--- src/hdl/hcc_pkg.sv ---
package hcc_pkg;

    localparam int TABLE_BITS  = 14;
    localparam int COUNT_WIDTH = 32;
    localparam int MAP_DEPTH   = 1 << TABLE_BITS;
    localparam int EFF_W       = ($clog2(TABLE_BITS + 1) > 4) ? $clog2(TABLE_BITS + 1) : 4;

    localparam int HASH_W      = 14;
    localparam int TOTAL_W     = 32;
    localparam int MODE_W      = 2;
    localparam int BITS_W      = 4;
    localparam int ACTION_W    = 2;
    localparam int BYTE_W      = 8;
    localparam int CFG_DATA_W  = 4;
    localparam int S_TDATA_W   = 8;
    localparam int M_TDATA_W   = 80;

    localparam int QUEUE_DEPTH = 4;
    localparam int QPTR_W      = $clog2(QUEUE_DEPTH);

    localparam logic [63:0] FNV_MULT  = 64'h0000_0100_0000_01b3;
    localparam logic [63:0] FNV_BASIS = 64'hcbf2_9ce4_8422_2325;

    localparam logic [ACTION_W-1:0] ACT_BYTE  = 2'd0;
    localparam logic [ACTION_W-1:0] ACT_END   = 2'd1;
    localparam logic [ACTION_W-1:0] ACT_CLEAR = 2'd2;

    localparam logic [MODE_W-1:0] MODE_SUM  = 2'd0;
    localparam logic [MODE_W-1:0] MODE_PROD = 2'd1;

    localparam logic REG_HASH_MODE = 1'b0;
    localparam logic REG_HASH_BITS = 1'b1;

    localparam logic [MODE_W-1:0] HASH_MODE_RESET = 2'd2;
    localparam logic [BITS_W-1:0] HASH_BITS_RESET = 4'd8;

    typedef struct packed {
        logic                  is_clear;
        logic [TABLE_BITS-1:0] hash;
    } cmd_t;

    typedef enum logic [1:0] {
        BK_CLEAR,
        BK_IDLE,
        BK_LOOKUP
    } back_state_t;

endpackage

--- src/hdl/hcc_fifo.sv ---
module hcc_fifo (
    input  logic          aclk,
    input  logic          aresetn,
    input  logic          push,
    input  hcc_pkg::cmd_t push_data,
    input  logic          pop,
    output hcc_pkg::cmd_t head,
    output logic          empty,
    output logic          full
);

    hcc_pkg::cmd_t                  entry_reg [hcc_pkg::QUEUE_DEPTH];
    logic [hcc_pkg::QPTR_W-1:0]     wr_ptr_reg, wr_ptr_next;
    logic [hcc_pkg::QPTR_W-1:0]     rd_ptr_reg, rd_ptr_next;
    logic [hcc_pkg::QPTR_W:0]       count_reg, count_next;

    assign empty = (count_reg == '0);
    assign full  = (count_reg == (hcc_pkg::QPTR_W+1)'(hcc_pkg::QUEUE_DEPTH));
    assign head  = entry_reg[rd_ptr_reg];

    always_comb begin
        wr_ptr_next = push ? wr_ptr_reg + 1'b1 : wr_ptr_reg;
        rd_ptr_next = pop  ? rd_ptr_reg + 1'b1 : rd_ptr_reg;
        count_next  = count_reg;
        if (push && !pop) begin
            count_next = count_reg + 1'b1;
        end else if (pop && !push) begin
            count_next = count_reg - 1'b1;
        end
    end

    always_ff @(posedge aclk) begin
        if (!aresetn) begin
            wr_ptr_reg <= '0;
            rd_ptr_reg <= '0;
            count_reg  <= '0;
        end else begin
            wr_ptr_reg <= wr_ptr_next;
            rd_ptr_reg <= rd_ptr_next;
            count_reg  <= count_next;
        end
    end

    always_ff @(posedge aclk) begin
        if (push) begin
            entry_reg[wr_ptr_reg] <= push_data;
        end
    end

endmodule

--- config.mk ---
export PLATFORM = sky130hd
export DESIGN_NAME = hcc_fifo
export DESIGN_NICKNAME = d
export VERILOG_FILES = /design/src/hdl/hcc_pkg.sv /design/src/hdl/hcc_fifo.sv
export SDC_FILE = /design/constraint.sdc
export NUM_CORES = 1
export LEC_CHECK = 0
export BUFFER_PORTS_ARGS = -buffer_cell sky130_fd_sc_hd__buf_2
export CORE_MARGIN = 2
export CORE_UTILIZATION = 35
export CTS_CLUSTER_DIAMETER = 50
export DETAILED_ROUTE_END_ITERATION = 8
export MAX_ROUTING_LAYER = met4
export PLACE_DENSITY_LB_ADDON = 0.1
export SYNTH_ARGS = -nofsm -noshare
export SYNTH_HDL_FRONTEND = slang
export SYNTH_SLANG_ARGS = --single-unit
--- constraint.sdc ---
create_clock -name aclk -period 1.7 [get_ports aclk]
set_clock_uncertainty 0.05 [all_clocks]
set_input_delay 0.17 -clock aclk [delete_from_list [all_inputs] [get_ports aclk]]
set_output_delay 0.17 -clock aclk [all_outputs]
set_load 0.005 [all_outputs]
==> results of run 1 <==
==> final timing paths <==
path                      from         endpoint  slack, ps
setup reg to reg  count_reg[0]     count_reg[2]        100
hold / removal    push_data[3]  entry_reg[3][3]         10
hold reg to reg   count_reg[2]     count_reg[2]        480
setup / recovery     flip-flop         head[10]        -10
==> timing repair <==
item	in CTS	in global routing
endpoints found under the hold margin	29	2
hold buffers	8	1
gates resized for setup	10	5
endpoints found under the setup margin	15	45
==> cells in the mapped netlist <==
cell	number
sky130_fd_sc_hd__buf_12	1
sky130_fd_sc_hd__a21boi_0	1
sky130_fd_sc_hd__mux4_2	10
sky130_fd_sc_hd__nor3b_1	1
sky130_fd_sc_hd__xnor2_1	2
sky130_fd_sc_hd__buf_2	1
sky130_fd_sc_hd__nor2b_1	2
sky130_fd_sc_hd__edfxtp_1	60
sky130_fd_sc_hd__mux2i_1	2
sky130_fd_sc_hd__fa_1	1
sky130_fd_sc_hd__inv_1	4
sky130_fd_sc_hd__mux4_1	5
sky130_fd_sc_hd__or3_1	1
sky130_fd_sc_hd__nand2_1	1
sky130_fd_sc_hd__nor3_1	1
sky130_fd_sc_hd__buf_6	1
sky130_fd_sc_hd__and2_1	9
sky130_fd_sc_hd__dfxtp_1	9
sky130_fd_sc_hd__ha_1	5
sky130_fd_sc_hd__o21ai_0	1
sky130_fd_sc_hd__xor2_1	3
==> cell families (layout without fill, tap and decap cells) <==
kind of cell,count (synthesis),count (layout),synth area share (%)
flip-flops,69,69,75.1
AO/OA/AOI/OAI,2,2,0.474
AND/OR/NAND/NOR,15,15,3.46
adder cells (fa/ha/maj),6,6,3.13
buffers and inverters,7,72,1.94
XOR/XNOR,5,5,1.66
multiplexers,17,17,14.3
==> report_power, final <==
| group | internal (mW) | total, mW | switching [mW] |
|---|---|---|---|
| clock | 0.818 | 1.39 | 0.572 |
| sequential | 1.94 | 1.98 | 0.0384 |
| combinational | 0.235 | 0.420 | 0.185 |
==> worst max-delay path, stage by stage, from the launching register on <==
cell	delay, ps
sky130_fd_sc_hd__dfxtp_4	370
sky130_fd_sc_hd__buf_12	140
sky130_fd_sc_hd__mux4_2	510
sky130_fd_sc_hd__buf_2	140
==> per-stage QoR <==
stage	total power [mW]	setup TNS (ps)	instance area (µm²)	util, %
floorplan	2.24	0	2640	-
global placement	2.40	0	2980	40.8
detailed placement	2.41	-58.6	2980	40.8
CTS	3.84	-527	3270	44.8
global route	3.95	-757	3290	45.1
finish	3.79	-36.1	3290	45.1
==> layout make-up <==
| class | instances | area [µm²] | share of cell area, % |
|---|---|---|---|
| clock buffers | 9 | 124 | 3.76 |
| well taps | 99 | 124 | 3.76 |
| repair buffers | 52 | 363 | 11.0 |
| flip-flops and latches | 69 | 1990 | 60.3 |
| inverters | 4 | 15.0 | 0.456 |
| multi-input cells | 45 | 591 | 17.9 |
| clock inverters | 7 | 90.1 | 2.74 |
==> per-layer routing <==
layer	track usage, %	vias to the layer above
li1	-	597
met1	13.5	618
met2	19.3	27
met3	3.09	7
met4	6.06	0
met5	-	-
==> reports/qor_table.md, run 1 <==
| Metric | Reported |
| --- | --- |
| Total CTS buffers | 9 |
| Ratio of total power to cell area | 1150 nW/µm² |
| Router iterations before antenna repair | 6 |
| Area share of the largest cell type after synthesis | 68.2% |
| Post-detailed-route count of antenna-violating nets | 0 |
| Hold violation count in the final report | 0 |
| Cell accounting for the most synthesized area | sky130_fd_sc_hd__edfxtp_1 |
| Length of routed met2 wiring | 2.23 mm |
| I/O pin cnt | 36 |
| Global routing usage summed across all routing layers | 11.8% |
| Uppermost routed layer | met4 |
| Total wire length | 4.37 mm |
| Number of flip-flops and latches in the synthesized netlist | 69 |
| Signed area change from the synthesized netlist to the final layout | 24.7% |
| Worst VDD drop | 0.440 mV |
| Synthesized Nets | 146 |
| Capturing element type of the critical path | output pin |
| Height of the die | 90.9 µm |
| Area of the die | 8250 µm² |
| Final HPWL from detailed placement | 2.78 mm |
| Pin count of the biggest net entering global routing | 16 |
| GPL Wtd Cong | 0.758 |
| Post-CTS setup buffers | 0 |
| Detailed-route wire length on metal 1 | 1.92 mm |
| Post-layout worst setup margin | -11.6 ps |
| Number of antenna cells inserted | 0 |
| Final slew viol count | 0 |
| Cell Count, Final, Fillers Out | 285 |
| Data required time at the worst endpoint | 1480 ps |
| Total setup violations reported at the end of the flow | 5 |
| Type of the worst setup path | flip-flop to output pin |
| Commonest cells after routing, fill and taps aside | sky130_fd_sc_hd__edfxtp_1, sky130_fd_sc_hd__buf_2, sky130_fd_sc_hd__mux4_2 |
| Core region area | 7290 µm² |
| Count of different cell masters after synthesis | 21 |
| Port buffer count | 35 |
| Violations in the final reports | negative setup slack |
| Clock transition at the registers of the reported paths | 70 ps |
| Syn Area/Cell | 21.8 µm² |
| Number of warning messages in the yosys log | 0 |
| Fmax achieved | 584 MHz |
| Number of design rule violations left after detail routing | 0 |
| Result of the run | finished with violations |
| Share of the yosys chip area belonging to registers | 75.1% |
| Worst slack, placed | -58.6 ps |
| Average via count per standard cell | 4.38 |
| Most common cell after layout, fill and taps aside | sky130_fd_sc_hd__edfxtp_1 |
| Worst Hold Class | primary input to flip-flop |
| Min-Delay Path Depth | 1 |
| Depth of the CTS H-tree | 3 |
| Worst reg2reg path depth | 4 |
| Wire length of the first global-routing pass | 6.90 mm |
| Total global routing overflow | 0 |
| Placement Rows | 31 |
| Clock tree from TritonCTS | done |
| Root cell of the clock tree | sky130_fd_sc_hd__clkbuf_8 |
| Wire length per cell | 15.3 µm |
| Via count of the first global-routing pass | 1365 |
| Net count reported at finish | 206 |
| Via count | 1249 |
| Clock latency on the worst-skew pair | 320 ps |
| Horizontal die dimension | 90.9 µm |
| Number of maximum-capacitance violations | 0 |
| Post-route minimum period | 1710 ps |
| Most area-consuming cells after synthesis | sky130_fd_sc_hd__edfxtp_1, sky130_fd_sc_hd__mux4_2, sky130_fd_sc_hd__dfxtp_1, sky130_fd_sc_hd__mux4_1, sky130_fd_sc_hd__ha_1 |
| Initial antenna violation count | 0 |
| Mapped Area | 2640 µm² |
| Crit path launch type | flip-flop |
| Max transition margin | 71.3% |
| Number of cells in the design after placement | 260 |
| Initial core utilization | 36.2% |
| Met3 routed wirelength | 147 µm |
| Final clock period utilization by the worst path | 101% |
| Worst Hold Margin | 12.6 ps |
| CTS Buffer Depth | 2 |
| Unrepaired setup endpoints after global routing | yes |
| Number of sinks on the clock net | 69 |
| Initial DRC count | 63 |
| Critical Path Fanout Max | 8 |
| Leakage power figure | 1.17 nW |
| Fillcell total | 660 |
| Arr. time, crit path | 1490 ps |
| Tightest Pin Transition | 431 ps |
| Flip-flop count of the largest register, all copies and words added | 60 |
| Share of post-route cells with drive strength above 1 | 40.3% |
| Number of standard cells after synthesis | 121 |
Power figures use the tool's default switching activity.
==> run 2, diff against run 1 <==
BUFFER_PORTS_ARGS = not set   (was -buffer_cell sky130_fd_sc_hd__buf_2)
DONT_BUFFER_PORTS = 1   (was not set)
==> run 2 against run 1 <==
  * Count of clock-buffer cells in the layout grew 3
  * Total power decreased by 7.1%
  * Flip-flop and latch count did not move
  * Critical path depth decreased by 1
  * Worst setup slack better by 72 ps
  * First-iteration DRC count increased by 52%
  * Non-clock buffer count down 28
  * Wire length rose by 0.69%
  * Combinational power shrank 15%
  * Sequential power is essentially flat
  * Clock power shrank 15%
  * The run now ends clean
==> reports/qor_table.md, run 2 (synthesis gave the netlist of run 1 again) <==
| Metric | Reported |
| --- | --- |
| Result of the run | completed |
| Fillcell total | 673 |
| Area of the die | 8250 µm² |
| Port buffer count | 0 |
| Power dissipated by switching net loads | 0.727 mW |
| Flip-flop count of the largest register, all copies and words added | 60 |
| Crit path launch type | flip-flop |
| Worst VDD drop | 0.346 mV |
| Depth of the CTS H-tree | 3 |
| Net switching fraction of the power | 20.7% |
| I/O pin cnt | 36 |
| Commonest cells after routing, fill and taps aside | sky130_fd_sc_hd__edfxtp_1, sky130_fd_sc_hd__dlygate4sd3_1, sky130_fd_sc_hd__mux4_2 |
| Number of cells in the design after placement | 223 |
| Cell Count, Final, Fillers Out | 256 |
| Final slew viol count | 0 |
| Unrepaired setup endpoints after global routing | no |
| Global routing usage summed across all routing layers | 11.7% |
| Height of the die | 90.9 µm |
| Router iterations before antenna repair | 4 |
| Most common cell after layout, fill and taps aside | sky130_fd_sc_hd__edfxtp_1 |
| Arr. time, crit path | 1420 ps |
| Post-route minimum period | 1640 ps |
| Via count of the first global-routing pass | 1307 |
| Max transition margin | 81.9% |
| Worst slack, placed | 108 ps |
| Number of design rule violations left after detail routing | 0 |
| Net count reported at finish | 178 |
| Total CTS buffers | 9 |
| Total global routing overflow | 0 |
| Clock network fraction of design power | 33.6% |
| Fmax achieved | 610 MHz |
| Root cell of the clock tree | sky130_fd_sc_hd__clkbuf_8 |
| Data required time at the worst endpoint | 1480 ps |
| Total setup violations reported at the end of the flow | 0 |
| Core region area | 7290 µm² |
| Via count | 1179 |
| Type of the worst setup path | flip-flop to output pin |
| Hold violation count in the final report | 0 |
| Average via count per standard cell | 4.61 |
| Number of maximum-capacitance violations | 0 |
| Setup TNS | 0 ps |
| Total wire length | 4.40 mm |
| Final HPWL from detailed placement | 2.64 mm |
| Initial DRC count | 96 |
| Leakage power figure | 1.05 nW |
| GPL Wtd Cong | 0.598 |
| Horizontal die dimension | 90.9 µm |
| Share of post-route cells with drive strength above 1 | 19.1% |
| Capturing element type of the critical path | output pin |
| Number of antenna cells inserted | 0 |
| Worst Hold Class | primary input to flip-flop |
| Signed area change from the synthesized netlist to the final layout | 19.8% |
| Clock tree from TritonCTS | done |
| Post-layout worst setup margin | 60.9 ps |
| Initial core utilization | 36.2% |
| Placement Rows | 31 |
| Pint | 2.79 mW |
| Critical Path Fanout Max | 8 |
| Proportion of power drawn by combinational gates | 10.1% |
| CTS Buffer Depth | 2 |
| Clock transition at the registers of the reported paths | 60 ps |
| Worst reg2reg setup slack | 140 ps |
| Initial antenna violation count | 0 |
| Wire length per cell | 17.2 µm |
| Pin count of the biggest net entering global routing | 16 |
| Ratio of total power to cell area | 1110 nW/µm² |
| Number of sinks on the clock net | 69 |
| Final clock period utilization by the worst path | 96.4% |
| Clock latency on the worst-skew pair | 320 ps |
| Post-detailed-route count of antenna-violating nets | 0 |
| Wire length of the first global-routing pass | 6.78 mm |
| Share of power burned in registers | 56.3% |
| Tightest Pin Transition | 270 ps |
[run 2: layout make-up]
cell class | instances | area, µm² | share of cell area (%)
sequential | 69 | 1990 | 62.8
multi-input combinational | 45 | 599 | 19.0
timing repair buffer | 24 | 265 | 8.39
clock buffer | 12 | 135 | 4.27
tap | 99 | 124 | 3.92
clock inverter | 3 | 37.5 | 1.19
inverter | 4 | 15.0 | 0.475
[run 2: what timing repair did]
action	CTS	global route
gates resized for setup	2	2
endpoints found under the hold margin	69	0
setup endpoints to repair	5	6
hold buffers	17	0
gates cloned	0	1
buffers inserted	0	0
[run 2: critical path, stage by stage, from the launching register on]
cell	delay [ps]
sky130_fd_sc_hd__dfxtp_4	380
sky130_fd_sc_hd__buf_12	140
sky130_fd_sc_hd__mux4_1	570
[run 2: metrics by stage]
stage,total power [mW],area [µm²],util [%],hold slack [ps]
floorplan,2.24,2640,-,219
global route,3.67,3160,43.4,30.5
finish,3.52,3160,43.4,34.1
global placement,2.31,2800,38.4,219
detailed placement,2.32,2800,38.4,219
CTS,3.56,3130,43.0,17.9
[run 2: path summary, 6_finish.rpt]
| kind | from | cells past startpoint | end |
|---|---|---|---|
| setup / recovery | flip-flop | 2 | head[1] |
| hold / removal | push | 2 | wr_ptr_reg[0] |
| setup reg to reg | count_reg[0] | 4 | count_reg[2] |
| hold reg to reg | count_reg[2] | 2 | count_reg[2] |
[run 2: routing by layer]
metal  wire (µm)  GRT usage [%]  up-vias
li1            -              -      545
met1        1820           13.2      599
met2        2330           18.9       29
met3         205           3.51        6
met4          45           5.68        0
met5           0              -        -
[run 2: power by group through the flow]
stage          logic [mW]  registers, mW  clock network (mW)
4_1_cts             0.358           1.98                1.23
2_1_floorplan       0.232           2.00                   0
3_5_place_dp        0.307           2.01                   0
3_3_place_gp        0.299           2.01                   0
5_1_grt             0.394           1.99                1.29
6_report            0.356           1.98                1.18
