$ cat src/hdl/hcc_pkg.sv
package hcc_pkg;

    localparam int TABLE_BITS  = 14;
    localparam int COUNT_WIDTH = 32;
    localparam int MAP_DEPTH   = 1 << TABLE_BITS;
    localparam int EFF_W       = ($clog2(TABLE_BITS + 1) > 4) ? $clog2(TABLE_BITS + 1) : 4;

    localparam int HASH_W      = 14;
    localparam int TOTAL_W     = 32;
    localparam int MODE_W      = 2;
    localparam int BITS_W      = 4;
    localparam int ACTION_W    = 2;
    localparam int BYTE_W      = 8;
    localparam int CFG_DATA_W  = 4;
    localparam int S_TDATA_W   = 8;
    localparam int M_TDATA_W   = 80;

    localparam int QUEUE_DEPTH = 4;
    localparam int QPTR_W      = $clog2(QUEUE_DEPTH);

    localparam logic [63:0] FNV_MULT  = 64'h0000_0100_0000_01b3;
    localparam logic [63:0] FNV_BASIS = 64'hcbf2_9ce4_8422_2325;

    localparam logic [ACTION_W-1:0] ACT_BYTE  = 2'd0;
    localparam logic [ACTION_W-1:0] ACT_END   = 2'd1;
    localparam logic [ACTION_W-1:0] ACT_CLEAR = 2'd2;

    localparam logic [MODE_W-1:0] MODE_SUM  = 2'd0;
    localparam logic [MODE_W-1:0] MODE_PROD = 2'd1;

    localparam logic REG_HASH_MODE = 1'b0;
    localparam logic REG_HASH_BITS = 1'b1;

    localparam logic [MODE_W-1:0] HASH_MODE_RESET = 2'd2;
    localparam logic [BITS_W-1:0] HASH_BITS_RESET = 4'd8;

    typedef struct packed {
        logic                  is_clear;
        logic [TABLE_BITS-1:0] hash;
    } cmd_t;

    typedef enum logic [1:0] {
        BK_CLEAR,
        BK_IDLE,
        BK_LOOKUP
    } back_state_t;

endpackage

$ cat src/hdl/hcc_front.sv
module hcc_front (
    input  logic                            aclk,
    input  logic                            aresetn,
    input  logic                            cfg_wr_en,
    input  logic                            cfg_index,
    input  logic [hcc_pkg::CFG_DATA_W-1:0]  cfg_data,
    input  logic                            accept,
    input  logic [hcc_pkg::ACTION_W-1:0]    action,
    input  logic [hcc_pkg::BYTE_W-1:0]      byte_value,
    output logic                            push,
    output hcc_pkg::cmd_t                   push_data
);

    // only the low TABLE_BITS of the 64-bit hash ever reach the output
    localparam logic [hcc_pkg::TABLE_BITS-1:0] BASIS_LOW =
        hcc_pkg::FNV_BASIS[hcc_pkg::TABLE_BITS-1:0];
    localparam logic [hcc_pkg::TABLE_BITS-1:0] PRIME_LOW =
        hcc_pkg::FNV_MULT[hcc_pkg::TABLE_BITS-1:0];

    logic [hcc_pkg::MODE_W-1:0]     hash_mode_reg;
    logic [hcc_pkg::BITS_W-1:0]     hash_bits_reg;
    logic [hcc_pkg::TABLE_BITS-1:0] hash_reg, hash_next;
    logic                           started_reg, started_next;

    logic [hcc_pkg::TABLE_BITS-1:0] start_val;
    logic [hcc_pkg::TABLE_BITS-1:0] cur_hash;
    logic [hcc_pkg::TABLE_BITS-1:0] byte_ext;
    logic [hcc_pkg::TABLE_BITS-1:0] mul_a, mul_b;
    logic [hcc_pkg::EFF_W-1:0]      eff_bits;
    logic [hcc_pkg::EFF_W-1:0]      bits_ext;
    logic [hcc_pkg::TABLE_BITS-1:0] mask;

    always_comb begin
        unique case (hash_mode_reg)
            hcc_pkg::MODE_SUM:  start_val = '0;
            hcc_pkg::MODE_PROD: start_val = hcc_pkg::TABLE_BITS'(1);
            default:            start_val = BASIS_LOW;
        endcase
        cur_hash = started_reg ? hash_reg : start_val;
        byte_ext = hcc_pkg::TABLE_BITS'(byte_value);
    end

    always_comb begin
        bits_ext = hcc_pkg::EFF_W'(hash_bits_reg);
        if (bits_ext == '0) begin
            eff_bits = hcc_pkg::EFF_W'(1);
        end else if (bits_ext > hcc_pkg::EFF_W'(hcc_pkg::TABLE_BITS)) begin
            eff_bits = hcc_pkg::EFF_W'(hcc_pkg::TABLE_BITS);
        end else begin
            eff_bits = bits_ext;
        end
        mask = {hcc_pkg::TABLE_BITS{1'b1}} >> (hcc_pkg::EFF_W'(hcc_pkg::TABLE_BITS) - eff_bits);
    end

    always_comb begin
        mul_a = cur_hash ^ byte_ext;
        mul_b = PRIME_LOW;
        if (hash_mode_reg == hcc_pkg::MODE_PROD) begin
            mul_a = cur_hash;
            mul_b = byte_ext + 1'b1;
        end
    end

    always_comb begin
        hash_next    = hash_reg;
        started_next = started_reg;
        push         = 1'b0;
        push_data    = '{is_clear: 1'b0, hash: cur_hash & mask};
        if (accept) begin
            unique case (action)
                hcc_pkg::ACT_BYTE: begin
                    if (hash_mode_reg == hcc_pkg::MODE_SUM) begin
                        hash_next = cur_hash + byte_ext;
                    end else begin
                        hash_next = hcc_pkg::TABLE_BITS'(mul_a * mul_b);
                    end
                    started_next = 1'b1;
                end
                hcc_pkg::ACT_END: begin
                    push         = 1'b1;
                    started_next = 1'b0;
                end
                hcc_pkg::ACT_CLEAR: begin
                    push               = 1'b1;
                    push_data.is_clear = 1'b1;
                    started_next       = 1'b0;
                end
                default: begin
                end
            endcase
        end
    end

    always_ff @(posedge aclk) begin
        if (!aresetn) begin
            hash_mode_reg <= hcc_pkg::HASH_MODE_RESET;
            hash_bits_reg <= hcc_pkg::HASH_BITS_RESET;
            started_reg   <= 1'b0;
        end else begin
            if (cfg_wr_en) begin
                unique case (cfg_index)
                    hcc_pkg::REG_HASH_MODE: hash_mode_reg <= cfg_data[hcc_pkg::MODE_W-1:0];
                    hcc_pkg::REG_HASH_BITS: hash_bits_reg <= cfg_data[hcc_pkg::BITS_W-1:0];
                    default: begin
                    end
                endcase
            end
            started_reg <= started_next;
        end
    end

    always_ff @(posedge aclk) begin
        hash_reg <= hash_next;
    end

endmodule

$ cat config.mk
export PLATFORM = sky130hd
export DESIGN_NAME = hcc_front
export DESIGN_NICKNAME = d
export VERILOG_FILES = /design/src/hdl/hcc_pkg.sv /design/src/hdl/hcc_front.sv
export SDC_FILE = /design/constraint.sdc
export NUM_CORES = 1
export LEC_CHECK = 0
export BUFFER_PORTS_ARGS = -buffer_cell sky130_fd_sc_hd__buf_2
export CORE_UTILIZATION = 40
export DETAILED_ROUTE_END_ITERATION = 8
export PLACE_DENSITY = 0.67
export RECOVER_POWER = 50
export SLEW_MARGIN = 5
export SYNTH_ARGS = -nofsm -noshare
export SYNTH_HDL_FRONTEND = slang
export SYNTH_SLANG_ARGS = --single-unit
$ cat constraint.sdc
create_clock -name aclk -period 9 [get_ports aclk]
set_input_delay 1.35 -clock aclk [delete_from_list [all_inputs] [get_ports aclk]]
set_output_delay 1.35 -clock aclk [all_outputs]
set_load 0.005 [all_outputs]
==> results.json, run 1 <==
{
  "detail_route.iter0.violations": 213,
  "yosysSeqAreaShare": 0.1277,
  "die_h_um": 106.7,
  "antenna_left": 0,
  "critPathArrivalTime_ns": 6.49,
  "fmax_mhz": 153.7,
  "slew_headroom": 0.3537,
  "nNetsFinal": 669,
  "syn_nets": 643,
  "postCtsSetupRepairBufs": 0,
  "timing.rr.start": "started_reg",
  "yosysMostFrequentCell": "inv_1",
  "tightest_slew_ns": 0.9425,
  "syn_area_per_cell_um2": 8.233,
  "ys_ff_latch": 21,
  "peakVddDrop_mv": 0.2101,
  "outcome": "complete, no violations",
  "io-pin-count": 35,
  "drt-vias-per-instance": 5.215,
  "drc": 0,
  "path_max_fanout": 7,
  "grt_start_max_net_pins": 30,
  "hpwlAfterDp_mm": 8.987,
  "synth_ff_type": "edfxtp_1",
  "synth_edf_count": 14,
  "grt_pass1_vias": 3671,
  "r2r_setup_slack_ns": 2.63,
  "hold_start": "bits_ext[0]",
  "core.rowCount": 37,
  "fin_util": 0.4481,
  "wl_mm": 10.71,
  "routedWlPerCell_um": 15.43,
  "setup_viol": 0,
  "ys_types": 63,
  "crit_end": "hash_reg[13]",
  "portBuffers": 34,
  "hp-class": "flop to flop",
  "rsz0062_at_grt": "no",
  "vias": 3619,
  "yosys.area.top_type": "fa_1",
  "critPathCaptureType": "flop",
  "tns_ns": 0,
  "cts_root_buffer": "clkbuf_8",
  "antenna_cells": 0,
  "cp-startpoint": "byte_value[0]",
  "firstDrtPassIters": 5,
  "timing.rr.end": "hash_reg[13]",
  "power_density_nw_per_um2": 343.7,
  "antenna_found_initial": 0,
  "clkTransAtPathRegs_ns": 0.07,
  "ys_async_sr_fraction": 0,
  "max-cap-violations": 0,
  "post_cts_resized": 0,
  "globalRouteTotalUtil": 0.2003,
  "cts_sinks": 21,
  "ctsLongestPathBuffers": 2,
  "worstRegToRegCells": 19,
  "fin_crit_ns": 6.506,
  "dieArea_um2": 11390,
  "cts_tree": "yes",
  "yosys-top-cells-area": "fa_1 (25%), ha_1 (11%), edfxtp_1 (9.6%)",
  "skew_ns": 0.003280,
  "hold_violations": 0,
  "clock_latency_ns": 0.26,
  "cp-start-kind": "input pin",
  "cts_hold_buf": 0,
  "synthCells": 533,
  "fillCellCount": 1110,
  "core_um2": 10460,
  "leakagePower_nw": 2.311,
  "largest_reg_flops": 14,
  "initial_utilization": 0.4194,
  "h-tree-depth": 1,
  "synthToLayoutAreaGrowth_pct": 6.844,
  "period_share": 0.7229,
  "gp_congestion": 0.9318,
  "synth_top_area_share": 0.2464,
  "hold_depth": 2,
  "path_class": "input pin to flop",
  "crit_top_cell": "fa_1",
  "numCtsBuffers": 3,
  "required_ns": 8.98,
  "slowest_delay_ns": 0.55,
  "synth_area_um2": 4388,
  "ys_warn_count": 0,
  "report.final.slew_viol_count": 0,
  "yosys-top-cells-count": "inv_1 (90), nor2_1 (78), nand2_1 (64), fa_1 (54), ha_1 (37)",
  "grt_pass1_wl_mm": 17.93,
  "layout-drive-gt1-share": 0.1129,
  "power_w": 0.001612,
  "grt_overflow": 0,
  "worstPathCellList": "buf_2, ha_1, xnor2_1, nor2_1, nand2_1, fa_1, inv_1, fa_1, inv_1, fa_1, fa_1, inv_1, ha_1, o21ai_0, o21bai_1, a21oi_1, o21ai_0, a21o_1, a21oi_1, xor2_1, mux2i_1",
  "die_w_um": 106.7,
  "slowest_stage": "fa_1"
}
## cells in the final DEF (no fill, tap or decap), types with 3 or more instances in the layout
cell type / Yosys / final
a21o_1: 7 / 7
nand2b_1: 4 / 4
ha_1: 37 / 37
nand2_1: 64 / 64
xnor2_1: 22 / 22
nor2b_1: 5 / 5
or2_2: 8 / 8
xor2_1: 9 / 9
nor3_2: 3 / 3
o21bai_1: 4 / 4
a211oi_1: 3 / 3
nand3_1: 8 / 8
a21oi_1: 24 / 24
clkbuf_8: 0 / 3
fa_1: 54 / 54
inv_1: 90 / 90
nor3_1: 6 / 6
edfxtp_1: 14 / 14
and3_1: 3 / 3
and2_1: 5 / 4
mux2i_1: 4 / 4
or3_1: 3 / 3
buf_2: 1 / 29
clkbuf_1: 7 / 5
o21ai_0: 14 / 14
dfxtp_1: 7 / 7
a21boi_0: 6 / 6
nor2_1: 78 / 78
## power by group
part / total [W] / switching (W) / internal (W)
registers: 0.000196 / 0.0000164 / 0.000179
clock network: 0.0000596 / 0.0000289 / 0.0000308
logic: 0.00136 / 0.000801 / 0.000555
## cell families after synthesis
logic type | synth area share
multiplexers | 0.01511
buffers and inverters | 0.09524
flip-flops | 0.1277
AO/OA/AOI/OAI | 0.1172
adder cells (fa/ha/maj) | 0.3519
AND/OR/NAND/NOR | 0.2147
XOR/XNOR | 0.07813
## how the worst min path moves through the flow
stage,endpoint,slack (ns)
after floorplan,bits_ext[0],0.47
after global placement,bits_ext[0],0.50
after detailed placement,bits_ext[0],0.51
after CTS,bits_ext[0],0.52
after global routing,bits_ext[0],0.57
final,bits_ext[0],0.52
## routing by layer
layer | global-route usage | vias up | part of all wire
met2 | 0.3507 | 96 | 0.48
li1 | - | 1742 | -
met3 | 0.004255 | 12 | 0.034
met4 | 0.03425 | 0 | 0.010
met5 | 0 | - | 0
met1 | 0.2809 | 1769 | 0.48
## worst max-delay path: cells and delay by family
family          cells  cell delay, ns
fa+ha+maj           6            2.66
mux                 1            0.10
xor+xnor            2            0.51
buf+inv             4            0.28
simple gates        2            0.52
compound gates      6            1.05
## stage by stage
| stage | setup WS, ns | cell area [um^2] | cells | hold slack (ns) |
|---|---|---|---|---|
| 5_1_grt | 2.196 | 4688 | 694 | 0.5717 |
| 3_5_place_dp | 2.299 | 4648 | 690 | 0.5089 |
| 6_report | 2.494 | 4688 | 694 | 0.5241 |
| 3_3_place_gp | 2.409 | 4648 | 690 | 0.5013 |
| 4_1_cts | 2.542 | 4695 | 694 | 0.5202 |
| 2_1_floorplan | 2.990 | 4388 | 533 | 0.4704 |
## layout make-up
cell class              count  area [um^2]  share of cell area
clock buffers               3        41.29            0.008807
clock inverters             1        5.005            0.001068
inverters                  90        337.8             0.07206
multi-input cells         409         3410              0.7272
flip-flops and latches     21        560.5              0.1196
well taps                 136        170.2             0.03630
repair buffers             34        163.9             0.03496
Power figures use the tool's default switching activity.
==> run 2: changes to the inputs <==
--- a/config.mk
+++ b/config.mk
@@ -8,7 +8,7 @@
 export BUFFER_PORTS_ARGS = -buffer_cell sky130_fd_sc_hd__buf_2
 export CORE_UTILIZATION = 40
 export DETAILED_ROUTE_END_ITERATION = 8
-export PLACE_DENSITY = 0.67
+export PLACE_DENSITY = 0.69
 export RECOVER_POWER = 50
 export SLEW_MARGIN = 5
 export SYNTH_ARGS = -nofsm -noshare
==> constraint.sdc (replaced) <==
create_clock -name aclk -period 5.9 [get_ports aclk]
set_input_delay 0.885 -clock aclk [delete_from_list [all_inputs] [get_ports aclk]]
set_output_delay 0.885 -clock aclk [all_outputs]
set_load 0.005 [all_outputs]
==> run 2 against run 1 <==
  * Sequential power is 53% higher
  * Clock power up 74%
  * Core utilization increased by 2.4 points
  * Cell count is 4.3% higher
  * Register-to-register slack got worse by 2.3 ns
  * Routed wire length up 5.1%
  * Worst setup slack got worse by 2.3 ns
  * Power grew 61%
  * Highest routed layer unchanged
==> results.json, run 2 (same netlist as run 1, synthesis figures left out) <==
{
  "outcome": "complete, no violations",
  "io-pin-count": 35,
  "cts_hold_buf": 0,
  "critPathCaptureType": "flop",
  "cts_sinks": 21,
  "detail_route.iter0.violations": 188,
  "grt_pass1_vias": 4032,
  "die_w_um": 106.7,
  "cp_num_buf_inv": 4,
  "cp-start-kind": "input pin",
  "slowest_delay_ns": 0.52,
  "routedWlPerCell_um": 15.54,
  "fillCellCount": 1066,
  "wl_mm": 11.25,
  "firstDrtPassIters": 5,
  "most-common-layout-cells": "inv_1 (90), nor2_1 (78), nand2_1 (64), fa_1 (54), ha_1 (36)",
  "hold_violations": 0,
  "fmax_mhz": 175.3,
  "fin_crit_ns": 5.704,
  "post-route-cell-area_um2": 4940,
  "hpwlAfterDp_mm": 9.690,
  "setup_viol": 0,
  "antenna_cells": 0,
  "regArea_um2": 561.8,
  "max-cap-violations": 0,
  "pwr-share-clk": 0.040,
  "cts_tree": "yes",
  "slew_headroom": 0.3127,
  "cts_root_buffer": "clkbuf_8",
  "grt-busiest-layer": "met2",
  "drc": 0,
  "tightest_slew_ns": 1.030,
  "numCtsBuffers": 3,
  "r2r_setup_slack_ns": 0.33,
  "clock_latency_ns": 0.27,
  "clkTransAtPathRegs_ns": 0.10,
  "peakVddDrop_mv": 0.4436,
  "multiInputGateArea_um2": 3430,
  "hold_slack_ns": 0.5272,
  "grt_start_max_net_pins": 21,
  "grt_overflow": 0,
  "period_share": 0.9668,
  "report.final.slew_viol_count": 0,
  "core.rowCount": 37,
  "h-tree-depth": 1,
  "final_common_cell": "inv_1",
  "largest_reg_flops": 14,
  "die_h_um": 106.7,
  "grt_pass1_wl_mm": 19.35,
  "critPathArrivalTime_ns": 5.71,
  "crit_family": "adder cells",
  "p_comb_frac": 0.845,
  "path_class": "input pin to flop",
  "required_ns": 5.90,
  "slowest_stage": "fa_1",
  "leakagePower_nw": 2.461,
  "crit_top_cell": "xnor2_1",
  "gp_congestion": 0.9561,
  "rsz0062_at_grt": "no",
  "nNetsFinal": 699,
  "grtUsageMet1": 0.2903,
  "grt_util_met2": 0.3770,
  "antenna_left": 0,
  "vias": 3728,
  "ctsLongestPathBuffers": 2,
  "intPower_w": 0.001251,
  "dieArea_um2": 11390,
  "p_sw_frac": 0.5181,
  "drt-vias-per-instance": 5.149,
  "portBuffers": 34,
  "power_density_nw_per_um2": 525.5,
  "initial_utilization": 0.4194,
  "synthToLayoutAreaGrowth_pct": 12.57,
  "layout-drive-gt1-share": 0.1684,
  "pwr-share-seq": 0.115,
  "hp-class": "flop to flop",
  "skew_ns": 0.009180,
  "antenna_found_initial": 0,
  "dpl_cell_area_um2": 4873,
  "switchingPower_w": 0.001345,
  "path_max_fanout": 6,
  "grt_use_met3": 0.01945,
  "core_um2": 10460,
  "worstPathCellList": "buf_2, ha_1, buf_4, a31o_2, a21oi_4, buf_4, nor2_1, fa_1, inv_1, fa_1, fa_1, fa_1, xnor2_1, xnor2_1, xnor2_1, xnor2_1, xnor2_1, xnor3_1, xor2_1, mux2i_1",
  "globalRouteTotalUtil": 0.2155
}
## run 2: changes by cell type in the layout (fill, tap and decap cells not counted), sizes merged
cell / before / now
buf: 29 / 61
clkbuf: 8 / 6
clkinv: 1 / 0
clkinvlp: 0 / 1
## run 2: per-stage QoR
step	total power, W	utilization	instances	worst slack, ns	TNS, ns
2_1_floorplan	0.001805	-	533	0.3549	0
5_1_grt	0.002861	0.4721	724	0.01403	0
3_3_place_gp	0.002327	0.4658	720	0.01930	0
6_report	0.002596	0.4721	724	0.1957	0
3_5_place_dp	0.002410	0.4658	720	-0.08157	-0.08157
4_1_cts	0.002533	0.4705	724	0.1897	0
## run 2: final cells by class
class	count	share of cell area
multi-input cells	409	0.6943
flip-flops and latches	21	0.1137
repair buffers	64	0.07928
inverters	90	0.06839
well taps	136	0.03445
clock buffers	3	0.008359
clock inverters	1	0.001520
## run 2: power by group through the flow
| stage | clock network, W | logic [W] | registers, W |
|---|---|---|---|
| 3_3_place_gp | 0 | 0.00203 | 0.000301 |
| 2_1_floorplan | 0 | 0.00152 | 0.000289 |
| 5_1_grt | 0.000109 | 0.00245 | 0.000303 |
| 6_report | 0.000104 | 0.00219 | 0.000299 |
| 3_5_place_dp | 0 | 0.00211 | 0.000301 |
| 4_1_cts | 0.000105 | 0.00213 | 0.000298 |
## run 2: worst paths after layout
check                     start  cells after the start      endpoint
setup / recovery  byte_value[0]                     20  hash_reg[13]
hold / removal      bits_ext[0]                      2   bits_ext[0]
setup reg to reg    started_reg                     21  hash_reg[13]
hold reg to reg     bits_ext[0]                      2   bits_ext[0]
## run 2: tightest hold or removal path: stages (launching register included)
cell and delay (ns):
dfxtp_1 0.35, nand2_1 0.06, a21boi_0 0.07
## run 2: what timing repair did
action	CTS	global route
setup endpoints to repair	0	2
buffers inserted	0	0
endpoints found under the hold margin	0	0
gates resized for setup	0	6
## run 2: per-layer routing
metal,vias to the layer above,routed length [um]
met5,-,0
met4,0,175
met3,16,528
met2,111,5435
met1,1801,5111
li1,1800,-
